<file path="src/rtl/ffha_pkg.sv">
package ffha_pkg;

  localparam logic [1:0] OP_INIT  = 2'd0;
  localparam logic [1:0] OP_ALLOC = 2'd1;
  localparam logic [1:0] OP_FREE  = 2'd2;

  localparam logic [2:0] ST_OK       = 3'd0;
  localparam logic [2:0] ST_ZERO     = 3'd1;
  localparam logic [2:0] ST_OOM      = 3'd2;
  localparam logic [2:0] ST_FULL     = 3'd3;
  localparam logic [2:0] ST_NOTFOUND = 3'd4;

  localparam logic CFG_HEAP_START = 1'b0;
  localparam logic CFG_HEAP_BYTES = 1'b1;

  localparam logic [12:0] ALIGN_FLOOR = 13'd16;

  typedef struct packed {
    logic        free;
    logic [31:0] size;
    logic [31:0] start;
  } entry_t;

  typedef enum logic [4:0] {
    S_IDLE, S_DISPATCH, S_SCAN, S_GROW_CALC, S_GROW, S_SPLIT_CALC, S_SPLIT,
    S_SHUP, S_SHUP_WR, S_ALLOC_WR, S_DIV, S_FNX, S_FNX_CK, S_SHDN, S_SHDN_WR,
    S_FPV, S_FPV_CK, S_DONE
  } ctl_state_t;

  typedef enum logic [4:0] {
    C_NOP, C_LOAD, C_INIT, C_SET_OOM, C_SET_ZERO, C_SET_FULL, C_SET_NF, C_RD,
    C_NEXT, C_CAPTURE, C_GROW_CALC, C_EXTEND, C_APPEND, C_SPLIT_CALC,
    C_SHUP_RD, C_SHUP_WR, C_INSERT, C_ALLOC_WR, C_SET_ADDR, C_RD_NEXT_BLK,
    C_MERGE_NEXT, C_SHDN_RD, C_SHDN_WR, C_CNT_DEC, C_RD_PREV_BLK,
    C_MERGE_PREV, C_WR_FREE
  } dp_cmd_t;

  typedef struct packed {
    logic [1:0] op;
    logic       cnt_zero;
    logic       req_zero;
    logic       faddr_zero;
    logic       match;
    logic       idx_last;
    logic       grow_oom;
    logic       grow_ext;
    logic       tbl_full;
    logic       split_ok;
    logic       shup_done;
    logic       shdn_done;
    logic       next_exists;
    logic       prev_exists;
    logic       rd_free;
    logic       div_done;
  } dp_stat_t;

endpackage

</file>
<file path="src/rtl/ffha_ctl.sv">
module ffha_ctl
  import ffha_pkg::*;
(
  input  logic     clk,
  input  logic     rst,
  input  logic     req_valid,
  output logic     req_ready,
  output logic     rsp_valid,
  input  logic     rsp_ready,
  input  dp_stat_t stat,
  output dp_cmd_t  cmd
);

  ctl_state_t state, state_next;
  logic       out_vld, out_vld_next;
  logic       prev_phase, prev_phase_next;

  always_ff @(posedge clk) begin
    if (rst) begin
      state      <= S_IDLE;
      out_vld    <= 1'b0;
      prev_phase <= 1'b0;
    end else begin
      state      <= state_next;
      out_vld    <= out_vld_next;
      prev_phase <= prev_phase_next;
    end
  end

  always_comb begin
    state_next      = state;
    cmd             = C_NOP;
    prev_phase_next = prev_phase;
    req_ready       = (state == S_IDLE) && (!out_vld || rsp_ready);
    out_vld_next    = out_vld && !rsp_ready;
    case (state)
      S_IDLE: begin
        if (req_valid && req_ready) begin
          cmd        = C_LOAD;
          state_next = S_DISPATCH;
        end
      end
      S_DISPATCH: begin
        state_next = S_DONE;
        case (stat.op)
          OP_INIT: cmd = C_INIT;
          OP_ALLOC: begin
            if (stat.cnt_zero) begin
              cmd = C_SET_OOM;
            end else if (stat.req_zero) begin
              cmd = C_SET_ZERO;
            end else begin
              cmd        = C_RD;
              state_next = S_SCAN;
            end
          end
          OP_FREE: begin
            if (stat.faddr_zero) begin
              cmd = C_NOP;
            end else if (stat.cnt_zero) begin
              cmd = C_SET_NF;
            end else begin
              cmd        = C_RD;
              state_next = S_SCAN;
            end
          end
          default: cmd = C_NOP;
        endcase
      end
      S_SCAN: begin
        if (stat.match) begin
          cmd        = C_CAPTURE;
          state_next = (stat.op == OP_ALLOC) ? S_SPLIT_CALC : S_FNX;
        end else if (stat.idx_last) begin
          if (stat.op == OP_ALLOC) begin
            cmd        = C_CAPTURE;
            state_next = S_GROW_CALC;
          end else begin
            cmd        = C_SET_NF;
            state_next = S_DONE;
          end
        end else begin
          cmd = C_NEXT;
        end
      end
      S_GROW_CALC: begin
        cmd        = C_GROW_CALC;
        state_next = S_GROW;
      end
      S_GROW: begin
        if (stat.grow_oom) begin
          cmd        = C_SET_OOM;
          state_next = S_DONE;
        end else if (stat.grow_ext) begin
          cmd        = C_EXTEND;
          state_next = S_SPLIT_CALC;
        end else if (stat.tbl_full) begin
          cmd        = C_SET_FULL;
          state_next = S_DONE;
        end else begin
          cmd        = C_APPEND;
          state_next = S_SPLIT_CALC;
        end
      end
      S_SPLIT_CALC: begin
        cmd        = C_SPLIT_CALC;
        state_next = S_SPLIT;
      end
      S_SPLIT: state_next = stat.split_ok ? S_SHUP : S_ALLOC_WR;
      S_SHUP: begin
        if (stat.shup_done) begin
          cmd        = C_INSERT;
          state_next = S_ALLOC_WR;
        end else begin
          cmd        = C_SHUP_RD;
          state_next = S_SHUP_WR;
        end
      end
      S_SHUP_WR: begin
        cmd        = C_SHUP_WR;
        state_next = S_SHUP;
      end
      S_ALLOC_WR: begin
        cmd        = C_ALLOC_WR;
        state_next = S_DIV;
      end
      S_DIV: begin
        if (stat.div_done) begin
          cmd        = C_SET_ADDR;
          state_next = S_DONE;
        end
      end
      S_FNX: begin
        prev_phase_next = 1'b0;
        if (stat.next_exists) begin
          cmd        = C_RD_NEXT_BLK;
          state_next = S_FNX_CK;
        end else begin
          state_next = S_FPV;
        end
      end
      S_FNX_CK: begin
        if (stat.rd_free) begin
          cmd        = C_MERGE_NEXT;
          state_next = S_SHDN;
        end else begin
          state_next = S_FPV;
        end
      end
      S_SHDN: begin
        if (stat.shdn_done) begin
          cmd        = C_CNT_DEC;
          state_next = prev_phase ? S_DONE : S_FPV;
        end else begin
          cmd        = C_SHDN_RD;
          state_next = S_SHDN_WR;
        end
      end
      S_SHDN_WR: begin
        cmd        = C_SHDN_WR;
        state_next = S_SHDN;
      end
      S_FPV: begin
        if (stat.prev_exists) begin
          cmd        = C_RD_PREV_BLK;
          state_next = S_FPV_CK;
        end else begin
          cmd        = C_WR_FREE;
          state_next = S_DONE;
        end
      end
      S_FPV_CK: begin
        if (stat.rd_free) begin
          cmd             = C_MERGE_PREV;
          prev_phase_next = 1'b1;
          state_next      = S_SHDN;
        end else begin
          cmd        = C_WR_FREE;
          state_next = S_DONE;
        end
      end
      S_DONE: begin
        out_vld_next = 1'b1;
        state_next   = S_IDLE;
      end
      default: state_next = S_IDLE;
    endcase
  end

  assign rsp_valid = out_vld;

endmodule

</file>
<file path="config.mk">
export PLATFORM = sky130hd
export DESIGN_NAME = ffha_ctl
export DESIGN_NICKNAME = d
export VERILOG_FILES = /design/src/rtl/ffha_pkg.sv /design/src/rtl/ffha_ctl.sv
export SDC_FILE = /design/constraint.sdc
export NUM_CORES = 1
export LEC_CHECK = 0
export BUFFER_PORTS_ARGS = -buffer_cell sky130_fd_sc_hd__buf_2
export CAP_MARGIN = 20
export CELL_PAD_IN_SITES_DETAIL_PLACEMENT = 0
export CELL_PAD_IN_SITES_GLOBAL_PLACEMENT = 1
export CORE_UTILIZATION = 34
export CTS_CLUSTER_DIAMETER = 30
export DETAILED_ROUTE_END_ITERATION = 12
export PLACE_DENSITY = 0.83
export RECOVER_POWER = 50
export SETUP_SLACK_MARGIN = 0.02
export SLEW_MARGIN = 5
export SYNTH_ARGS = -nofsm -noshare
export SYNTH_HDL_FRONTEND = slang
export SYNTH_SLANG_ARGS = --single-unit
</file>
<file path="constraint.sdc">
create_clock -name clk -period 1.5 [get_ports clk]
set_input_delay 0.225 -clock clk [delete_from_list [all_inputs] [get_ports clk]]
set_output_delay 0.225 -clock clk [all_outputs]
set_load 0.01 [all_outputs]
</file>
==> results.json <==
{
  "design_area_mm2": 0.002245,
  "synth_edf_count": 0,
  "antenna_found_initial": 0,
  "setup.worst_path.class": "reg2out",
  "slew_headroom": 0.7435,
  "hold_violations": 0,
  "ios": 28,
  "syn_area_mm2": 0.001220,
  "clockRootBuffer": "clkbuf_4",
  "mostFrequentLayoutCell": "buf_4",
  "drive_gt1_frac": 0.5568,
  "crit_arrival_ns": 1.77,
  "grt_max_degree": 14,
  "avgRoutedWirePerCell_um": 16.71,
  "status": "finished with violations",
  "synthArstFlopShare": 0,
  "slew_violations": 0,
  "crit_path_max_incr_delay_ns": 0.47,
  "skew_ns": 0.0009678,
  "yosys_warnings": 0,
  "worstPathRequired_ns": 1.27,
  "synth_area_per_cell_um2": 7.052,
  "drcViolationCount": 0,
  "whs_ns": 0.2390,
  "clk_pin_slew_ns": 0.05,
  "drt-pass1-iter-count": 4,
  "cts_buffer_depth": 2,
  "top_layer_used": "met4",
  "ys.flop_type": "dfxtp_1",
  "maxCapViolCount": 0,
  "globalRoute.totalOverflow": 0,
  "ys_seq_elements": 7,
  "synth_cell_types": 52,
  "syn_nets": 201,
  "hpwl_mm": 3.662,
  "crit_start": "state[3]",
  "ant_nets": 0,
  "htree_levels": 1,
  "syn_inst": 173,
  "totalWireLength_mm": 5.330,
  "die_w_um": 61.90,
  "setup_viol": 11,
  "cts-hold-fix-buffers": 0,
  "grt_usage": 0.2681,
  "fmax_mhz": 501.3,
  "timing.final.ws_setup_ns": -0.4948,
  "rsz0062_at_grt": "true",
  "hold_path_startpoint": "rst",
  "start_util": 0.3599,
  "path_max_fanout": 6,
  "ys_seq_area_frac": 0.1149,
  "clock_sinks": 7,
  "p_per_area_mw_per_mm2": 707.1,
  "die-area_mm2": 0.003832,
  "ir_drop_mv": 0.4857,
  "crit_path_top_delay_cell": "or4_4",
  "io_buffers": 27,
  "dpl_cell_area_mm2": 0.001874,
  "post-route-util": 0.6622,
  "finalCriticalPeriod_ns": 1.995,
  "place_congestion": 0.9679,
  "numCtsBuffers": 3,
  "cp-end-kind": "primary output",
  "crit_chain": "clkbuf_16 -> nand2b_1 -> a21oi_2 -> a31oi_1 -> nor2_1 -> or4_4 -> buf_6",
  "final_cell_mix": "66 x buf_4, 24 x buf_2, 16 x nor2_1",
  "timing.final.crit_share": 1.330,
  "worst_pin_slew_ns": 0.3841,
  "clock_latency_ns": 0.25,
  "m1WireLength_mm": 2.118,
  "hp-class": "in2reg",
  "core-area_mm2": 0.003390,
  "r2r-start": "state[0]",
  "cts_tree": "done",
  "cp-start-kind": "flop",
  "rows": 21,
  "grt_pass1_wl_mm": 7.458,
  "via_per_inst": 5.702,
  "dr_wl_met3_um": 448,
  "leakage_nw": 0.9942,
  "drt-initial-drc-count": 110,
  "die_y_um": 61.90,
  "dr_total_vias": 1819,
  "fill_cells": 286,
  "syn2layout_area_growth_pct": 84.00,
  "wl_met2_mm": 2.602,
  "diodes": 0,
  "p_total_mw": 1.587,
  "violations": "setup timing",
  "grt_pass1_vias": 1645,
  "fin_nets": 302
}
[metrics by stage]
stage,worst slack (ns),std cells,setup TNS (ns)
detailed placement,-0.3572,299,-3.001
finish,-0.4948,319,-4.033
floorplan,-0.02982,173,-0.05325
global route,-0.5570,319,-4.589
global placement,-0.2997,299,-2.654
CTS,-0.4743,310,-3.235
[layer usage]
metal,track usage,vias up
li1,-,857
met2,0.4823,100
met3,0.05383,20
met4,0.07619,0
met5,0,-
met1,0.3217,842
[registers in the layout, indices dropped and copies added (netlist names)]
register    count
state           5
rsp_valid       1
prev_phase      1
[cell usage after synthesis, drive strengths merged, types with 2 or more instances]
| cell | n | area, um^2 |
|---|---|---|
| a32oi | 2 | 17.52 |
| o22ai | 2 | 12.51 |
| dfxtp | 7 | 140.1 |
| or3 | 2 | 12.51 |
| o21a | 2 | 15.01 |
| inv | 11 | 41.29 |
| o21ai | 14 | 70.07 |
| nand3 | 13 | 82.58 |
| a2111oi | 3 | 32.53 |
| nand2 | 10 | 37.54 |
| a21oi | 15 | 78.83 |
| nand2b | 3 | 18.77 |
| ha | 7 | 87.58 |
| nor2 | 18 | 75.07 |
| and3 | 2 | 12.51 |
| o221ai | 2 | 17.52 |
| nor3 | 10 | 65.06 |
| o31ai | 4 | 35.03 |
| a211oi | 3 | 27.52 |
| a31oi | 4 | 25.02 |
| buf | 11 | 81.32 |
| o211ai | 3 | 22.52 |
| nor2b | 8 | 57.55 |
| or4 | 2 | 15.01 |
[critical path, delay by kind of cell (launching register included)]
kind / cells / cell delay [ns]
AO/OA/AOI/OAI: 2 / 0.23
buffers and inverters: 2 / 0.29
flip-flops: 1 / 0.36
AND/OR/NAND/NOR: 3 / 0.64
[power by group]
group          leakage [nW]  internal (mW)  switching, mW
combinational         0.919          0.624          0.530
sequential           0.0603          0.208         0.0503
clock                0.0150          0.102         0.0728
total                 0.994          0.934          0.653
[path summary, 6_finish.rpt]
check        cells past startpoint   endpoint  slack [ns]
max                              7     cmd[0]       -0.49
min                              2   state[3]        0.24
max reg2reg                      8   state[0]       -0.40
min reg2reg                      2  rsp_valid        0.57
[kinds of logic after synthesis]
group           synth area share
mux                     0.008205
simple gates              0.3703
fa+ha+maj                0.07179
flops                     0.1149
compound gates            0.3344
buf+inv                   0.1005
[what timing repair did]
item | in CTS | in global routing
buffers inserted | 7 | 8
pin swaps | 7 | 11
setup endpoints to repair | 12 | 11
resized for setup | 24 | 24
cloned | 0 | 1
[layout make-up]
type / count / area [um^2] / area share
Tap cell: 46 / 57.56 / 0.02564
Multi-Input combinational cell: 144 / 1124 / 0.5006
Timing Repair Buffer: 107 / 839.6 / 0.3740
Inverter: 11 / 41.29 / 0.01839
Sequential cell: 7 / 156.4 / 0.06968
Clock buffer: 4 / 26.28 / 0.01171
Power figures use the tool's default switching activity.
